### config.mk
export PLATFORM = sky130hd
export DESIGN_NAME = nfc_orient
export DESIGN_NICKNAME = d
export VERILOG_FILES = /design/src/hw/rtl/nfc_pkg.sv /design/src/hw/rtl/nfc_orient.sv
export SDC_FILE = /design/constraint.sdc
export NUM_CORES = 2
export LEC_CHECK = 0
export BUFFER_PORTS_ARGS = -buffer_cell sky130_fd_sc_hd__buf_4
export CAP_MARGIN = 10
export CORE_MARGIN = 2
export CORE_UTILIZATION = 65
export CTS_BUF_LIST = sky130_fd_sc_hd__clkbuf_16
export CTS_CLUSTER_SIZE = 30
export DETAILED_ROUTE_END_ITERATION = 8
export HOLD_SLACK_MARGIN = 0.08
export PLACE_DENSITY_LB_ADDON = 0.25
export SYNTH_ARGS = -nofsm -noshare
export SYNTH_HDL_FRONTEND = slang
export SYNTH_SLANG_ARGS = --single-unit
### constraint.sdc
create_clock -name clk -period 12.1 [get_ports clk]
set_input_delay 0 -clock clk [delete_from_list [all_inputs] [get_ports clk]]
set_output_delay 0 -clock clk [all_outputs]
set_load 0.005 [all_outputs]
### src/hw/rtl/nfc_pkg.sv
package nfc_pkg;

	// vectoring datapath: 33-bit differences scaled by 2^24, plus CORDIC growth
	localparam int VEC_W = 60;
	localparam int VEC_SCALE = 24;
	// rotation datapath: Q2.30 values with headroom
	localparam int ROT_W = 34;
	localparam int MAX_STAGES = 32;
	localparam logic [31:0] HALF_TURN = 32'h8000_0000;
	localparam logic [31:0] GAIN_INV = 32'd652032874;
	localparam int Q15_HALF = 16384;
	localparam int Q15_SHIFT = 15;
	localparam logic signed [15:0] Q15_MAX = 16'sh7FFF;
	localparam logic signed [15:0] Q15_MIN = 16'sh8000;

	typedef struct packed {
		logic iso;
		logic signed [31:0] px;
		logic signed [31:0] py;
		logic last;
	} tag_t;

	typedef struct packed {
		logic valid;
		tag_t tag;
	} ctl_t;

	typedef struct packed {
		logic signed [VEC_W-1:0] x;
		logic signed [VEC_W-1:0] y;
		logic [31:0] z;
	} vec_t;

	typedef struct packed {
		logic signed [ROT_W-1:0] x;
		logic signed [ROT_W-1:0] y;
		logic signed [ROT_W-1:0] z;
	} rot_t;

	// atan(2^-i) as a 32-bit binary angle
	function automatic logic [31:0] atan_entry(input logic [4:0] i);
		logic [31:0] r;
		case (i)
			5'd0: r = 32'h20000000;
			5'd1: r = 32'h12E4051E;
			5'd2: r = 32'h09FB385B;
			5'd3: r = 32'h051111D4;
			5'd4: r = 32'h028B0D43;
			5'd5: r = 32'h0145D7E1;
			5'd6: r = 32'h00A2F61E;
			5'd7: r = 32'h00517C55;
			5'd8: r = 32'h0028BE53;
			5'd9: r = 32'h00145F2F;
			5'd10: r = 32'h000A2F98;
			5'd11: r = 32'h000517CC;
			5'd12: r = 32'h00028BE6;
			5'd13: r = 32'h000145F3;
			5'd14: r = 32'h0000A2FA;
			5'd15: r = 32'h0000517D;
			5'd16: r = 32'h000028BE;
			5'd17: r = 32'h0000145F;
			5'd18: r = 32'h00000A30;
			5'd19: r = 32'h00000518;
			5'd20: r = 32'h0000028C;
			5'd21: r = 32'h00000146;
			5'd22: r = 32'h000000A3;
			5'd23: r = 32'h00000051;
			5'd24: r = 32'h00000029;
			5'd25: r = 32'h00000014;
			5'd26: r = 32'h0000000A;
			5'd27: r = 32'h00000005;
			5'd28: r = 32'h00000003;
			5'd29: r = 32'h00000001;
			5'd30: r = 32'h00000001;
			default: r = 32'h00000000;
		endcase
		return r;
	endfunction

endpackage

### src/hw/rtl/nfc_orient.sv
module nfc_orient (
	input  logic                clk,
	input  logic                arst_n,
	input  nfc_pkg::ctl_t       in_ctl,
	input  nfc_pkg::rot_t       in_rot,
	output logic                done,
	output logic signed [15:0]  normal_x,
	output logic signed [15:0]  normal_y,
	output logic                last_out
);

	localparam int VW = nfc_pkg::ROT_W + 1;

	function automatic logic signed [15:0] to_q15(input logic signed [VW-1:0] v);
		logic signed [VW-1:0] r;
		logic signed [15:0] q;
		r = (v + signed'(VW'(nfc_pkg::Q15_HALF))) >>> nfc_pkg::Q15_SHIFT;
		if (!r[VW-1] && (|r[VW-2:15])) begin
			q = nfc_pkg::Q15_MAX;
		end else if (r[VW-1] && !(&r[VW-2:15])) begin
			q = nfc_pkg::Q15_MIN;
		end else begin
			q = r[15:0];
		end
		return q;
	endfunction

	function automatic logic signed [15:0] neg_sat(input logic signed [15:0] v);
		logic signed [15:0] r;
		if (v == nfc_pkg::Q15_MIN) begin
			r = nfc_pkg::Q15_MAX;
		end else begin
			r = -v;
		end
		return r;
	endfunction

	logic signed [VW-1:0] sin_neg, cos_ext;
	logic signed [15:0] nx_c, ny_c;

	logic valid_s1, valid_s2, done_q;
	nfc_pkg::tag_t tag_s1, tag_s2;
	logic signed [15:0] nx_s1, ny_s1, nx_s2, ny_s2;
	logic signed [47:0] px_p_s2, py_p_s2;
	logic signed [48:0] dot;
	logic signed [15:0] nx_q, ny_q;
	logic last_q;

	assign sin_neg = -{in_rot.y[nfc_pkg::ROT_W-1], in_rot.y};
	assign cos_ext = {in_rot.x[nfc_pkg::ROT_W-1], in_rot.x};

	// isotropic covariance: take the unrotated normal
	always_comb begin
		if (in_ctl.tag.iso) begin
			nx_c = 16'sd0;
			ny_c = nfc_pkg::Q15_MAX;
		end else begin
			nx_c = to_q15(sin_neg);
			ny_c = to_q15(cos_ext);
		end
	end

	assign dot = {px_p_s2[47], px_p_s2} + {py_p_s2[47], py_p_s2};

	always_ff @(posedge clk or negedge arst_n) begin
		if (!arst_n) begin
			valid_s1 <= 1'b0;
			valid_s2 <= 1'b0;
			done_q <= 1'b0;
		end else begin
			valid_s1 <= in_ctl.valid;
			valid_s2 <= valid_s1;
			done_q <= valid_s2;
		end
	end

	always_ff @(posedge clk) begin
		tag_s1 <= in_ctl.tag;
		nx_s1 <= nx_c;
		ny_s1 <= ny_c;

		tag_s2 <= tag_s1;
		nx_s2 <= nx_s1;
		ny_s2 <= ny_s1;
		px_p_s2 <= tag_s1.px * nx_s1;
		py_p_s2 <= tag_s1.py * ny_s1;

		// flip to face the origin
		if (!dot[48] && (|dot)) begin
			nx_q <= neg_sat(nx_s2);
			ny_q <= neg_sat(ny_s2);
		end else begin
			nx_q <= nx_s2;
			ny_q <= ny_s2;
		end
		last_q <= tag_s2.last;
	end

	assign done = done_q;
	assign normal_x = nx_q;
	assign normal_y = ny_q;
	assign last_out = last_q;

endmodule

==> reports/results.ini <==
[outcome]
status=completed

[finish]
n_fill_cell=5104
syn2layout_area_growth_pct=10.97
final_util_pct=72.81
final_nets=6744
mostFrequentLayoutCell=inv_1
drive_gt1_share_pct=5.405
final_cell_mix=inv_1 (1142), fa_1 (973), nand2_1 (640)

[setup_path]
crit_path_max_incr_delay_ns=1.16
required_ns=12.58
rr_worst_depth=24
cp_num_cells=24
cp-start-kind=flip-flop
end_kind=flip-flop
critical_path_class=flip-flop to flip-flop
path_delay_family=adder cells
crit_fanout=33
crit_slowest_cell=dfxtp_1
critical_path_arrival_ns=8.54
critPathBufInv=4
path_common_cell=fa_1
path_cells=and2_1 -> fa_1 -> inv_1 -> fa_1 -> fa_1 -> inv_1 -> fa_1 -> fa_1 -> inv_1 -> fa_1 -> inv_1 -> ha_1 -> nand4_1 -> a211oi_1 -> a221oi_1 -> a21oi_1 -> nor4_1 -> o211a_1 -> nor2_1 -> a221oi_1 -> a21oi_1 -> a21o_1 -> a21oi_1 -> xnor2_1

[synth]
synth_edf_count=0
synth_nets=6509
synth_async_sr_flop_share_pct=1.145
synth_area_per_cell_um2=9.033
synth.distinct_cells=87
syn_inst=5086
ys.warnings.count=0
synth-main-ff-cell=dfxtp_1
synth_area_um2=45940
synth-seq-area-share_pct=11.45
synth-seq-cells=262

[drt]
via_per_inst=5.669
vias=35650
routedWlPerCell_um=18.29
drt_iter0_drc=2118
routed_wl_mm=115.0
drt_pass1_iterations=6
remaining_drc_errors=0
ant_nets=0

[die]
die_area_um2=72830
start_util_pct=65.61
dieWidth_um=269.9
pin_count=205
rows=97
core_um2=70030
die_y_um=269.9

[worst_hold_path]
whs_path_depth=2
min_path_type=input port to flip-flop

[sta]
whs_ns=0.1017
fmax_mhz=124.1
finalClockSkew_ns=0.02429
setup_tns_ns=0
rsz0062_at_grt=false
min_period_over_period_pct=66.58
worst_pin_slew_ns=1.272
timing.slew.headroom_pct=15.09
slew_violations=0
finalSetupViolCount=0
hold_viol_final=0
finalCriticalPeriod_ns=8.056

[run]
drv_cap=0

[grt]
track_usage_pct=33.04
grt_pass1_vias=38830
grt_max_degree=66
grt_pass1_wl_mm=193.7
antenna_found_initial=1
grt_remaining_overflow=0

[placement]
io_buffers=156
place_congestion=0.9465
dp_hpwl_mm=85.84

[clock_network]
cts_buffer_depth=3
clkLatencyLatePin_ns=0.56
clock_sinks=262
numCtsBuffers=34
htree_levels=2
cts.repair.resized=0
clockRootBuffer=clkbuf_16
cts.reportedPaths.clkPinSlew_ns=0.06
tritoncts=done

-- per-layer routing --
metal	vias up	global-route usage, %	share of wire (%)
li1	15870	-	-
met1	17960	41.03	38
met2	1430	57.54	51
met3	392	5.103	6.8
met4	0	14.11	4.5
met5	-	0	0
-- flip-flops by register name (all words and copies together), names as in the netlist --
| register | flops |
|---|---|
| done | 1 |
| last_out | 1 |
| normal_x | 16 |
| normal_y | 16 |
| nx_s1 | 16 |
| nx_s2 | 16 |
| ny_s1 | 16 |
| ny_s2 | 16 |
| px_p_s2 | 48 |
| py_p_s2 | 48 |
| tag_s1 | 65 |
| tag_s2 | 1 |
| valid_s1 | 1 |
| valid_s2 | 1 |
-- cell usage after synthesis, types with 39 or more instances --
library cell	instances	area, um^2
a21o_1	88	660.6
a21oi_1	133	665.6
and2_1	416	2603
clkbuf_1	177	664.4
dfxtp_1	259	5185
fa_1	973	19480
ha_1	279	3491
inv_1	1138	4272
nand2_1	640	2402
nand3_1	49	245.2
nor2_1	149	559.3
nor3_1	72	360.4
o21ai_0	96	480.5
or3_1	39	244.0
xnor2_1	102	893.4
xor2_1	46	402.9
-- layout make-up --
class	instances	area (um^2)	share of cell area, %
antenna	2	5.005	0.009816
clock buffer	35	875.8	1.718
clock inverter	27	222.7	0.4368
inverter	1139	4275	8.385
multi-input combinational	3475	35550	69.73
sequential	262	5264	10.32
tap	940	1176	2.307
timing repair buffer	409	3616	7.092
-- metrics by stage --
stage          cell area [um^2]  worst slack (ns)  std cells
2_1_floorplan             45940             5.605       5086
3_3_place_gp              47700             4.326       6007
3_5_place_dp              47700             4.262       6007
4_1_cts                   50980             4.186       6287
5_1_grt                   50980             3.632       6288
6_report                  50990             4.044       6289
-- kinds of logic after synthesis --
| kind of cell | after synthesis | synth area share, % |
|---|---|---|
| multiplexers | 20 | 0.4384 |
| AO/OA/AOI/OAI | 542 | 7.947 |
| AND/OR/NAND/NOR | 1513 | 16.18 |
| adder cells (fa/ha/maj) | 1252 | 49.99 |
| flip-flops | 262 | 11.45 |
| buffers and inverters | 1349 | 11.17 |
| XOR/XNOR | 148 | 2.821 |
-- worst reg2reg max path, stage by stage, from the launching register on --
cell	delay (ns)
dfxtp_1	1.16
and2_1	0.28
fa_1	0.42
inv_1	0.09
fa_1	0.46
fa_1	0.53
inv_1	0.06
fa_1	0.53
fa_1	0.51
inv_1	0.05
fa_1	0.47
inv_1	0.04
ha_1	0.36
nand4_1	0.13
a211oi_1	0.05
a221oi_1	0.58
a21oi_1	0.22
nor4_1	0.69
o211a_1	0.30
nor2_1	0.08
a221oi_1	0.30
a21oi_1	0.16
a21o_1	0.21
a21oi_1	0.17
xnor2_1	0.13
-- final timing paths --
kind,end,from,slack (ns)
min in group asynchronous,done$_DFF_PN0_,arst_n,0.31
hold / removal,valid_s1$_DFF_PN0_,in_ctl[66],0.10
max in group asynchronous,valid_s1$_DFF_PN0_,arst_n,11.65
setup reg to reg,py_p_s2[44]$_DFF_P_,ny_s1[6]$_SDFF_PP1_,4.04
setup / recovery,py_p_s2[44]$_DFF_P_,ny_s1[6]$_SDFF_PP1_,4.04
hold reg to reg,tag_s2[0]$_DFF_P_,tag_s1[0]$_DFF_P_,0.33
-- what timing repair did --
item / in CTS / in global routing
buffers inserted: 0 / 0
hold buffers: 218 / 0
setup endpoints to repair: 0 / 0
endpoints found under the hold margin: 101 / 0
Power is left out: the tool's default activity adds up to more than one toggle a clock period on the data nets, which glitch-free logic cannot reach.
