===== config.mk =====
export PLATFORM = sky130hd
export DESIGN_NAME = nfc_rot_cell
export DESIGN_NICKNAME = d
export VERILOG_FILES = /design/src/hw/rtl/nfc_pkg.sv /design/src/hw/rtl/nfc_rot_cell.sv
export SDC_FILE = /design/constraint.sdc
export NUM_CORES = 1
export LEC_CHECK = 0
export ABC_AREA = 1
export ABC_CLOCK_PERIOD_IN_PS = 920
export BUFFER_PORTS_ARGS = -buffer_cell sky130_fd_sc_hd__buf_2
export CAP_MARGIN = 5
export CORE_MARGIN = 10
export CORE_UTILIZATION = 45
export DETAILED_ROUTE_END_ITERATION = 6
export PLACE_DENSITY = 0.79
export SETUP_SLACK_MARGIN = 0.1
export SYNTH_ARGS = -nofsm -noshare
export SYNTH_HDL_FRONTEND = slang
export SYNTH_SLANG_ARGS = --single-unit

===== constraint.sdc =====
create_clock -name clk -period 0.92 [get_ports clk]
set_clock_uncertainty 0.05 [all_clocks]
set_input_delay 0.184 -clock clk [delete_from_list [all_inputs] [get_ports clk]]
set_output_delay 0.184 -clock clk [all_outputs]
set_load 0.05 [all_outputs]

===== src/hw/rtl/nfc_pkg.sv =====
package nfc_pkg;

	// vectoring datapath: 33-bit differences scaled by 2^24, plus CORDIC growth
	localparam int VEC_W = 60;
	localparam int VEC_SCALE = 24;
	// rotation datapath: Q2.30 values with headroom
	localparam int ROT_W = 34;
	localparam int MAX_STAGES = 32;
	localparam logic [31:0] HALF_TURN = 32'h8000_0000;
	localparam logic [31:0] GAIN_INV = 32'd652032874;
	localparam int Q15_HALF = 16384;
	localparam int Q15_SHIFT = 15;
	localparam logic signed [15:0] Q15_MAX = 16'sh7FFF;
	localparam logic signed [15:0] Q15_MIN = 16'sh8000;

	typedef struct packed {
		logic iso;
		logic signed [31:0] px;
		logic signed [31:0] py;
		logic last;
	} tag_t;

	typedef struct packed {
		logic valid;
		tag_t tag;
	} ctl_t;

	typedef struct packed {
		logic signed [VEC_W-1:0] x;
		logic signed [VEC_W-1:0] y;
		logic [31:0] z;
	} vec_t;

	typedef struct packed {
		logic signed [ROT_W-1:0] x;
		logic signed [ROT_W-1:0] y;
		logic signed [ROT_W-1:0] z;
	} rot_t;

	// atan(2^-i) as a 32-bit binary angle
	function automatic logic [31:0] atan_entry(input logic [4:0] i);
		logic [31:0] r;
		case (i)
			5'd0: r = 32'h20000000;
			5'd1: r = 32'h12E4051E;
			5'd2: r = 32'h09FB385B;
			5'd3: r = 32'h051111D4;
			5'd4: r = 32'h028B0D43;
			5'd5: r = 32'h0145D7E1;
			5'd6: r = 32'h00A2F61E;
			5'd7: r = 32'h00517C55;
			5'd8: r = 32'h0028BE53;
			5'd9: r = 32'h00145F2F;
			5'd10: r = 32'h000A2F98;
			5'd11: r = 32'h000517CC;
			5'd12: r = 32'h00028BE6;
			5'd13: r = 32'h000145F3;
			5'd14: r = 32'h0000A2FA;
			5'd15: r = 32'h0000517D;
			5'd16: r = 32'h000028BE;
			5'd17: r = 32'h0000145F;
			5'd18: r = 32'h00000A30;
			5'd19: r = 32'h00000518;
			5'd20: r = 32'h0000028C;
			5'd21: r = 32'h00000146;
			5'd22: r = 32'h000000A3;
			5'd23: r = 32'h00000051;
			5'd24: r = 32'h00000029;
			5'd25: r = 32'h00000014;
			5'd26: r = 32'h0000000A;
			5'd27: r = 32'h00000005;
			5'd28: r = 32'h00000003;
			5'd29: r = 32'h00000001;
			5'd30: r = 32'h00000001;
			default: r = 32'h00000000;
		endcase
		return r;
	endfunction

endpackage


===== src/hw/rtl/nfc_rot_cell.sv =====
module nfc_rot_cell #(
	parameter int STAGE = 0
) (
	input  logic           clk,
	input  logic           arst_n,
	input  nfc_pkg::ctl_t  in_ctl,
	input  nfc_pkg::rot_t  in_rot,
	output nfc_pkg::ctl_t  out_ctl,
	output nfc_pkg::rot_t  out_rot
);

	logic signed [nfc_pkg::ROT_W-1:0] x, y, z, dx, dy, at;
	nfc_pkg::rot_t nxt;
	logic valid_q;
	nfc_pkg::tag_t tag_q;
	nfc_pkg::rot_t rot_q;

	assign x = in_rot.x;
	assign y = in_rot.y;
	assign z = in_rot.z;
	assign dx = y >>> STAGE;
	assign dy = x >>> STAGE;
	assign at = signed'(nfc_pkg::ROT_W'(nfc_pkg::atan_entry(5'(STAGE))));

	// rotate toward residual angle zero
	always_comb begin
		if (!z[nfc_pkg::ROT_W-1]) begin
			nxt.x = x - dx;
			nxt.y = y + dy;
			nxt.z = z - at;
		end else begin
			nxt.x = x + dx;
			nxt.y = y - dy;
			nxt.z = z + at;
		end
	end

	always_ff @(posedge clk or negedge arst_n) begin
		if (!arst_n) begin
			valid_q <= 1'b0;
		end else begin
			valid_q <= in_ctl.valid;
		end
	end

	always_ff @(posedge clk) begin
		tag_q <= in_ctl.tag;
		rot_q <= nxt;
	end

	assign out_ctl = '{valid: valid_q, tag: tag_q};
	assign out_rot = rot_q;

endmodule


==> key figures, run 1 <==
Place
  • Dpl ws: -1270 ps
  • Final HPWL DP: 39,700 um
  • I/O Buffers: 339
  • Gpl congestion: slightly below 1
  • Cells after DPL: 2,523

Synth
  • Post-synth top area cell: dfxtp_1
  • Area share of the largest cell type after synthesis: 0.308
  • Top FF cell, synth: dfxtp_1
  • Mapped Area: 0.0109 mm^2
  • Sequential area share after synthesis: 0.310
  • Top post-synthesis cells by count: 475 x nand2_1, 248 x inv_1, 167 x dfxtp_1, 162 x nand3_1, 139 x nor2_1
  • Ys async rst share: 0.00595
  • Mapped Cells: approximately 1,700
  • Synth area leaders: dfxtp_1 31%, nand2_1 16%, ha_1 12%
  • EDFF count, synth: 0
  • Avg Inst Size Synth: 6.54 um^2
  • Count leader, synth: nand2_1
  • FF+latch count, synth: 168
  • YS warnings: 0
  • Post-synthesis cell type count: 39
  • Syn nets: 1,937

Status
  • Failed at: 5_1_grt
  • Stop err: [ERROR DPL-0038] Utilization greater than 100%, impossible to legalize
  • Status: stopped before the end

Timing
  • Worst endpoint after global-route timing repair: out_rot[53]$_DFF_P_/D
  • WEP type: sequential cell input

CTS
  • CTS sink cnt: 168
  • Num CTS Buffers: 17
  • Clock H-tree levels: 4
  • Clock root buffer master: clkbuf_16
  • CTS max path bufs: 2

GRT
  • Pin count of the biggest net entering global routing: 39

Die
  • Std cell rows: 56
  • I/O pin cnt: 340
  • Die W: 175 um
  • Die H: 175 um
  • Initial Utilization: 0.460
stage by stage:
step | cell area [um^2] | TNS, ps
CTS | 20700 | -70400
detailed placement | 16000 | -69290
global placement | 16000 | -67260
floorplan | 12400 | -39700
cell families after synthesis:
group,synth area share
AND/OR/NAND/NOR,0.312
AO/OA/AOI/OAI,0.119
adder cells (fa/ha/maj),0.125
flip-flops,0.310
XOR/XNOR,0.0210
buffers and inverters,0.113
timing repair:
action	4_1_cts
setup buffers	51
endpoints found under the hold margin	100
gates resized for setup	823
pin swaps	116
setup endpoints to repair	235
hold buffers	99
==> inputs of run 2 (changes only) <==
--- a/config.mk
+++ b/config.mk
@@ -10,10 +10,9 @@
 export BUFFER_PORTS_ARGS = -buffer_cell sky130_fd_sc_hd__buf_2
 export CAP_MARGIN = 5
 export CORE_MARGIN = 10
-export CORE_UTILIZATION = 45
+export CORE_UTILIZATION = 30
 export DETAILED_ROUTE_END_ITERATION = 6
-export PLACE_DENSITY = 0.79
-export SETUP_SLACK_MARGIN = 0.1
+export PLACE_DENSITY_LB_ADDON = 0.15
 export SYNTH_ARGS = -nofsm -noshare
 export SYNTH_HDL_FRONTEND = slang
 export SYNTH_SLANG_ARGS = --single-unit
==> key figures, run 2 <==
CTS
  • Worst-path clk slew: 90 ps
  • Clock H-tree levels: 4
  • Num CTS Buffers: 17
  • CTS tree: done
  • Clock root buffer master: clkbuf_16
  • CTS sink cnt: ~170
  • CTS max path bufs: 2

Drt
  • Via count: 13,800
  • Post-Route WL: 54,800 um
  • DRT iter0 DRCs: 729
  • Post-DRT Antenna Nets: 0
  • Via density: between 4 and 5
  • DRC: 0
  • WL per Instance: 18.9 um
  • Pre-antenna DRT Iters: 5

Setup path
  • Req. time, crit path: around 1200 ps
  • Crit path max fanout: 3
  • Setup Crit Path Kind: primary input to flip-flop
  • Crit path launch type: primary input
  • CP Data Arrival Time: 1850 ps
  • Crit. End Element: flip-flop
  • CP startpoint: in_rot[68]

GRT
  • Global routing usage on met2: 0.423
  • Total grt overflow: 0
  • Met1 usage in global routing: 0.283
  • Met3 usage: 0.0461
  • Pin count of the biggest net entering global routing: 40
  • Vias in the first global route: 14,100
  • Initial antenna violation count: 0
  • GR peak layer: met2
  • Gr usage total: 0.237
  • First-pass GRT wire length: 81,800 um

Status
  • Status: finished, violations left
  • Failing checks: hold timing, setup timing

Timing
  • RSZ-0062 raised after global routing: true
  • Endpoints failing hold: 1
  • Actual slew at the worst max-slew pin: slightly below 400 ps
  • Slew headroom: 0.735
  • Max Fclk: between 600 and 700 MHz
  • Fin crit share: 1.69
  • Final setup margin: -633 ps
  • # setup viols final: roughly 230
  • Final critical-path required period: 1550 ps
  • Slew Limit Fails: 0
  • Hold_ws: -0.0804 ps

Synth
  • FF+latch count, synth: 168
  • Area share of the largest cell type after synthesis: 0.308
  • Synth area leaders: dfxtp_1 31%, nand2_1 16%, ha_1 12%
  • Mapped Area: 0.0109 mm^2
  • Sequential area share after synthesis: 0.310
  • Post-synth top area cell: dfxtp_1
  • Syn nets: 1,937
  • Count leader, synth: nand2_1
  • Top FF cell, synth: dfxtp_1
  • EDFF count, synth: 0
  • YS warnings: 0
  • Top post-synthesis cells by count: 475 x nand2_1, 248 x inv_1, 167 x dfxtp_1, 162 x nand3_1, 139 x nor2_1
  • Ys async rst share: 0.00595
  • Post-synthesis cell type count: 39
  • Avg Inst Size Synth: 6.54 um^2
  • Mapped Cells: 1,660

Worst hold path
  • Min-delay src: in_rot[32]
  • Hold Path Sink: out_rot[33]
  • Hold Crit Class: primary input to flip-flop
  • Worst hold stages: 3

Place
  • I/O Buffers: 339
  • Post-placement cell area: 0.0164 mm^2
  • Dpl ws: -1270 ps
  • Final HPWL DP: slightly above 40,000 um
  • Gpl congestion: between 0.9 and 1

Cells and area
  • Final net count: 2,710
  • Final instance area: 0.0230 mm^2
  • Fillers: approximately 2,900
  • Area Overhead vs Synth: 112%
  • Commonest non-fill, non-tap cell in the layout: buf_4
  • Final core utilization: 0.645
  • Max FFs per register: between 100 and 150
  • Most frequent cells in the layout: 304 x buf_4, 298 x nand2_1, 177 x buf_8
  • Layout cell share with drive strength beyond 1: 0.622

Die
  • Die H: ~210 um
  • Die W: around 210 um
  • I/O pin cnt: between 300 and 400
  • Std cell rows: 69
  • CORE AREA: 0.0357 mm^2
  • Initial Utilization: 0.305
  • Die ar.: ~0.044 mm^2

Flow run
  • Max_cap viols: 0

Power and ir drop
  • Design Power: 0.0327 W
  • Switch share: 0.416
  • Power per cell area: about 1400 mW/mm^2
  • P_sw: 0.0136 W
  • Lkg Pwr: 11.0 nW
  • Int Pwr: 0.0191 W
  • Sequential power share: 0.269
  • Clock share of power: 0.223
  • Power share of the combinational group: 0.508
  • Max VDD drop: 1380 uV
[run 2: cell counts after synthesis]
No cell type changed its count.
[run 2: logic make-up after synthesis]
logic type / share of synthesized area
buffers and inverters: 0.113
AND/OR/NAND/NOR: 0.312
AO/OA/AOI/OAI: 0.119
adder cells (fa/ha/maj): 0.125
XOR/XNOR: 0.0210
flip-flops: 0.310
[run 2: timing repair]
action / in CTS / in global routing
resized for setup: 1065 / 288
setup endpoints to repair: 234 / 233
cloned: 0 / 0
pin swaps: 152 / 158
endpoints found under the hold margin: 100 / 0
setup buffers: 50 / 40
hold buffers: 100 / 0
[run 2: power groups by stage]
| stage | combinational (W) | sequential (W) | clock [W] |
|---|---|---|---|
| 6_report | 0.0166 | 0.00881 | 0.00729 |
| 5_1_grt | 0.0176 | 0.00888 | 0.00777 |
| 4_1_cts | 0.0153 | 0.00879 | 0.00746 |
| 3_5_place_dp | 0.0120 | 0.00845 | 0 |
| 3_3_place_gp | 0.0120 | 0.00844 | 0 |
| 2_1_floorplan | 0.00478 | 0.0112 | 0 |
[run 2: per-layer routing]
| metal | share of wire | up-vias | wire length (um) |
|---|---|---|---|
| met2 | 0.50 | 448 | 27300 |
| met3 | 0.061 | 75 | 3320 |
| met5 | 0 | - | 0 |
| met1 | 0.41 | 6488 | 22700 |
| li1 | - | 6799 | - |
| met4 | 0.029 | 0 | 1570 |
[run 2: final cells by class]
cell class / count / area [um^2] / area share
antenna: 1 / 2.50 / 0.000109
clock buffer: 17 / 425 / 0.0185
clock inverter: 15 / 154 / 0.00669
inverter: 249 / 1060 / 0.0463
multi-input combinational: 1196 / 9470 / 0.412
sequential: 168 / 3590 / 0.156
tap: 461 / 577 / 0.0251
timing repair buffer: 801 / 7710 / 0.335
[run 2: how the worst max path moves through the flow]
stage	endpoint	slack, ps
floorplan	out_rot[92]	-720
global placement	out_rot[99]	-1300
detailed placement	out_rot[65]	-1270
CTS	out_rot[94]	-540
global route	out_rot[63]	-660
finish	out_rot[48]	-630
[run 2: worst max-delay path, stage by stage]
cell	delay (ps)
buf_12	120
ha_4	170
fa_2	450
inv_2	120
nand2_2	60
o211ai_1	140
nand2_1	160
nand2_4	150
xor2_1	190
o21ai_1	110
[run 2: per-stage QoR]
step	TNS (ps)	std cells
4_1_cts	-72750	2881
2_1_floorplan	-39620	1660
6_report	-72700	2908
5_1_grt	-81250	2907
3_3_place_gp	-70950	2708
3_5_place_dp	-71830	2708
No activity file was read; power rests on OpenSTA's default activity.
==> inputs of run 3 (changes only) <==
--- a/config.mk
+++ b/config.mk
@@ -8,7 +8,6 @@
 export ABC_AREA = 1
 export ABC_CLOCK_PERIOD_IN_PS = 920
 export BUFFER_PORTS_ARGS = -buffer_cell sky130_fd_sc_hd__buf_2
-export CAP_MARGIN = 5
 export CORE_MARGIN = 10
 export CORE_UTILIZATION = 30
 export DETAILED_ROUTE_END_ITERATION = 6
==> constraint.sdc (replaced) <==
create_clock -name clk -period 0.92 [get_ports clk]
set_clock_uncertainty 0.05 [all_clocks]
set_input_delay 0.184 -clock clk [delete_from_list [all_inputs] [get_ports clk]]
set_output_delay 0.184 -clock clk [all_outputs]
set_load 0.02 [all_outputs]
==> key figures, run 3 (synthesis results as in run 2) <==
Status
  • Status: finished, violations left
  • Failing checks: hold timing, setup timing

Drt
  • Via density: 4.76
  • Pre-antenna DRT Iters: 5
  • Post-DRT Antenna Nets: 0
  • Post-Route WL: 55,200 um
  • DRT iter0 DRCs: 725
  • Via count: 13,800
  • WL per Instance: 19.0 um
  • DRC: 0

Cells and area
  • Layout cell share with drive strength beyond 1: 0.610
  • Non-Filler Instances: 2,907
  • Most frequent cells in the layout: 303 x nand2_1, 300 x buf_4, 227 x buf_6
  • Final net count: 2,705
  • Fillers: 3,048
  • Max FFs per register: 101
  • Commonest non-fill, non-tap cell in the layout: nand2_1
  • Final instance area: 0.0221 mm^2
  • Area Overhead vs Synth: 104%

Die
  • Die H: around 210 um
  • CORE AREA: 0.0357 mm^2
  • Std cell rows: a little under 70
  • I/O pin cnt: 340
  • Die ar.: between 0.04 and 0.05 mm^2
  • Die W: 210 um
  • Initial Utilization: 0.305

Worst hold path
  • Hold Crit Class: primary input to flip-flop
  • Worst hold stages: 3

Timing
  • Setup TNS: -66,440 ps
  • Max Fclk: 664 MHz
  • Hold_ws: -13.7 ps
  • Final critical-path required period: 1510 ps
  • RSZ-0062 raised after global routing: true
  • Slew headroom: 0.724
  • Fin crit share: 1.64
  • Slew Limit Fails: 0
  • Final setup margin: -586 ps
  • Endpoints failing hold: 1
  • Actual slew at the worst max-slew pin: 410 ps
  • # setup viols final: 233

Setup path
  • Crit-path cells: buf_8, inv_6, ha_4, buf_12, nor2_4, nand2_4, inv_2, nand2_2, nand2_2, nand2_2, nand3_4, nand2_4, nand2_2, nand2_2, nand3_1, nand2_2
  • Crit path launch type: primary input
  • Crit. End Element: flip-flop
  • Worst path top cell family by delay: simple AND/OR/NAND/NOR gates
  • Req. time, crit path: 1200 ps
  • Worst path buffer plus inverter count: 4
  • Worst path slowest cell: ha_4
  • Setup Crit Path Kind: primary input to flip-flop
  • CP peak stage delay: around 320 ps
  • Crit. path cell count: 16
  • Cell mode on critical path: nand2_2
  • Crit path max fanout: 7
  • CP Data Arrival Time: 1780 ps

GRT
  • Total grt overflow: 0
  • Pin count of the biggest net entering global routing: 36
  • Vias in the first global route: around 14,000
  • Gr usage total: 0.236
  • Initial antenna violation count: 5
  • First-pass GRT wire length: 81,700 um

Power and ir drop
  • Lkg Pwr: roughly 11 nW
  • Power per cell area: approximately 1300 mW/mm^2
  • Design Power: 0.0298 W
  • Max VDD drop: about 1200 uV

CTS
  • Worst-path clk slew: 70 ps
  • Num CTS Buffers: 17
  • Hold_buf cts: 100
  • CTS sink cnt: 168
  • Clock H-tree levels: 4
  • CTS max path bufs: 2
  • CTS tree: done
  • Clock root buffer master: clkbuf_16

Place
  • Final HPWL DP: 42,000 um
  • Cells after DPL: about 2,700
  • Post-placement cell area: 0.0164 mm^2
  • Gpl congestion: 0.913
  • I/O Buffers: roughly 340

Flow run
  • Max_cap viols: 0
==> run 3: cell count changes in the layout (fill, tap and decap cells not counted), sizes merged <==
cell,delta
clkinv,-1
diode,+4
clkinvlp,+2
buf,-5
clkbuf,+1
inv,-2
==> run 3: tightest hold or removal path, stage by stage <==
cell	delay (ps)
buf_2	80
ha_1	140
a21oi_1	40
==> run 3: routing by layer <==
layer	wire [um]	vias to the layer above	global-route usage
met2	27900	441	0.431
li1	-	6791	-
met3	3150	74	0.0409
met1	22700	6531	0.275
met4	1510	2	0.0747
met5	7	-	0
==> run 3: worst paths after layout <==
path / start / end / slack, ps
worst max-delay path: in_rot[41] / out_rot[59] / -590
worst min-delay path: in_rot[32] / out_rot[33] / -10
max in group asynchronous: arst_n / valid_q / 150
min in group asynchronous: arst_n / valid_q / 570
==> run 3: area by class of cell <==
type                       instances  area [um^2]  area share
multi-input combinational       1196         9300       0.421
inverter                         249         1050      0.0475
clock buffer                      18          439      0.0199
antenna                            5         12.5    0.000566
timing repair buffer             796         7010       0.317
clock inverter                    14          133     0.00600
sequential                       168         3580       0.162
tap                              461          577      0.0261
==> run 3: where the power goes <==
part | total, W | internal (W) | switching (W)
Combinational | 0.0139 | 0.00648 | 0.00747
Sequential | 0.00868 | 0.00824 | 0.000443
Clock | 0.00720 | 0.00365 | 0.00355
==> run 3: metrics by stage <==
step	hold WS [ps]	utilization	setup WS (ps)
final	-13.7	0.620	-586
after global placement	-89.9	0.459	-1320
after CTS	-38.3	0.586	-548
after floorplan	-162	-	-717
after global routing	-24.4	0.620	-656
after detailed placement	-88.5	0.459	-1310
==> run 3: what timing repair did <==
action                     in CTS  in global routing
pin swaps                     162                141
setup endpoints to repair     233                233
hold endpoints to repair      100                  1
setup buffers                  48                 34
gates resized for setup       876                267
==> inputs of run 4 (changes only) <==
--- a/config.mk
+++ b/config.mk
@@ -11,6 +11,7 @@
 export CORE_MARGIN = 10
 export CORE_UTILIZATION = 30
 export DETAILED_ROUTE_END_ITERATION = 6
+export GPL_TIMING_DRIVEN = 0
 export PLACE_DENSITY_LB_ADDON = 0.15
 export SYNTH_ARGS = -nofsm -noshare
 export SYNTH_HDL_FRONTEND = slang
==> key figures, run 4 (synthesis results as in run 2) <==
Cells and area
  • Non-Filler Instances: 2,719
  • Most frequent cells in the layout: 277 x nand2_1, 223 x buf_6, 166 x dfxtp_2
  • Area Overhead vs Synth: 98.1%
  • Max FFs per register: 101
  • Final core utilization: 0.603
  • Layout cell share with drive strength beyond 1: 0.609
  • Final net count: 2,520
  • Commonest non-fill, non-tap cell in the layout: nand2_1
  • Fillers: 2,955

Timing
  • Fin crit share: 1.69
  • Slew Limit Fails: 0
  • Actual slew at the worst max-slew pin: 1010 ps
  • Setup TNS: -67,630 ps
  • Final setup margin: -634 ps
  • RSZ-0062 raised after global routing: true
  • Slew headroom: 0.329
  • Final critical-path required period: approximately 1600 ps
  • Max Fclk: 644 MHz
  • # setup viols final: 233
  • Hold_ws: -18.6 ps
  • Endpoints failing hold: 1

GRT
  • Vias in the first global route: around 14,000
  • Initial antenna violation count: 2
  • Gr usage total: 0.245
  • Total grt overflow: 0
  • First-pass GRT wire length: 83,500 um
  • Pin count of the biggest net entering global routing: 18

CTS
  • Worst-path clk slew: 70 ps
  • CTS sink cnt: 168
  • Clock root buffer master: clkbuf_16
  • CTS max path bufs: 2
  • Clock H-tree levels: 4
  • Num CTS Buffers: 17
  • CTS tree: done
  • Hold_buf cts: 100

Setup path
  • Crit. End Element: flip-flop
  • Worst path buffer plus inverter count: 3
  • Worst path top cell family by delay: simple AND/OR/NAND/NOR gates
  • Worst path slowest cell: fa_2
  • Req. time, crit path: 1190 ps
  • Crit-path cells: buf_12, inv_12, ha_4, fa_2, inv_2, nand2_1, o211ai_1, nand2_1, nand2_4, nand2_2, nand2_1, nand2_1, nand3_1, nand2_1
  • Cell mode on critical path: nand2_1
  • Setup Crit Path Kind: primary input to flip-flop
  • CP peak stage delay: 420 ps
  • Crit path max fanout: 4
  • Crit path launch type: primary input
  • CP Data Arrival Time: 1830 ps

Drt
  • Via count: 13,600
  • WL per Instance: 20.8 um
  • DRC: 0
  • Post-Route WL: about 57,000 um
  • Pre-antenna DRT Iters: 6
  • Via density: between 4 and 5
  • DRT iter0 DRCs: 950
  • Post-DRT Antenna Nets: 0

Power and ir drop
  • Power share of the combinational group: 0.462
  • P_sw: 0.0117 W
  • Sequential power share: 0.289
  • Clock share of power: 0.249
  • Power per cell area: 1390 mW/mm^2
  • Max VDD drop: 1200 uV
  • Lkg Pwr: roughly 10 nW
  • Switch share: 0.392
  • Int Pwr: 0.0182 W
  • Design Power: between 0.02 and 0.03 W

Flow run
  • Max_cap viols: 0

Die
  • Std cell rows: 69
  • Die W: 210 um
  • Die H: approximately 210 um
  • Initial Utilization: 0.305
  • I/O pin cnt: 340
  • CORE AREA: 0.0357 mm^2
  • Die ar.: 0.0442 mm^2

Place
  • Final HPWL DP: 41,700 um
  • Cells after DPL: 2,459
  • I/O Buffers: approximately 340
  • Gpl congestion: 0.970

Status
  • Status: finished, violations left
  • Failing checks: hold timing, setup timing

Worst hold path
  • Hold Crit Class: primary input to flip-flop
-- run 4: cell count changes in the layout (fill, tap and decap cells not counted), moves of 17 or more --
cell / previous run / this run
buf_2: 141 / 122
nand3_1: 116 / 99
buf_4: 300 / 117
nand2_1: 303 / 277
-- run 4: repair_timing --
| action | in CTS | in global routing |
|---|---|---|
| buffers inserted | 96 | 50 |
| setup endpoints to repair | 239 | 235 |
| gates resized for setup | 1048 | 294 |
| cloned | 3 | 0 |
| hold endpoints to repair | 100 | 1 |
| pin swaps | 183 | 196 |
-- run 4: tightest hold or removal path, cell delays in order --
cell and delay, ps:
buf_2 80, ha_1 130, a21oi_1 40
-- run 4: layout make-up --
cell class,instances,area [um^2],share of cell area
clock buffers,18,439,0.0204
inverters,249,1130,0.0526
well taps,461,577,0.0268
repair buffers,575,5320,0.247
clock inverters,14,155,0.00721
diodes,2,5.00,0.000233
multi-input cells,1196,9820,0.456
flip-flops and latches,168,3580,0.166
plain buffers,36,493,0.0229
-- run 4: path summary, 6_finish.rpt --
path                            start          end  slack, ps  cells after the start
max                        in_rot[68]  out_rot[90]       -630                     14
min                        in_rot[32]  out_rot[33]        -20                      3
max in group asynchronous      arst_n      valid_q         90                      3
min in group asynchronous      arst_n      valid_q        600                      3
-- run 4: layer usage --
metal,global-route usage,vias up,wire [um]
met2,0.432,562,28000
met3,0.0445,106,4040
met1,0.285,6480,22400
met4,0.103,0,2140
met5,0,-,0
li1,-,6412,-
-- run 4: stage by stage --
step	setup slack, ps	hold WS, ps	area, um^2
floorplan	-717	-162	12200
detailed placement	-1520	-88.7	14500
finish	-634	-18.6	21500
global placement	-1500	-90.4	14500
global route	-702	-6.01	21500
CTS	-606	-39.8	20100
-- run 4: power groups by stage --
stage	Sequential (W)	Clock (W)	Combinational, W
3_5_place_dp	0.00844	0	0.00897
5_1_grt	0.00871	0.00787	0.0146
6_report	0.00864	0.00744	0.0138
3_3_place_gp	0.00842	0	0.00893
2_1_floorplan	0.00945	0	0.00476
4_1_cts	0.00863	0.00759	0.0124
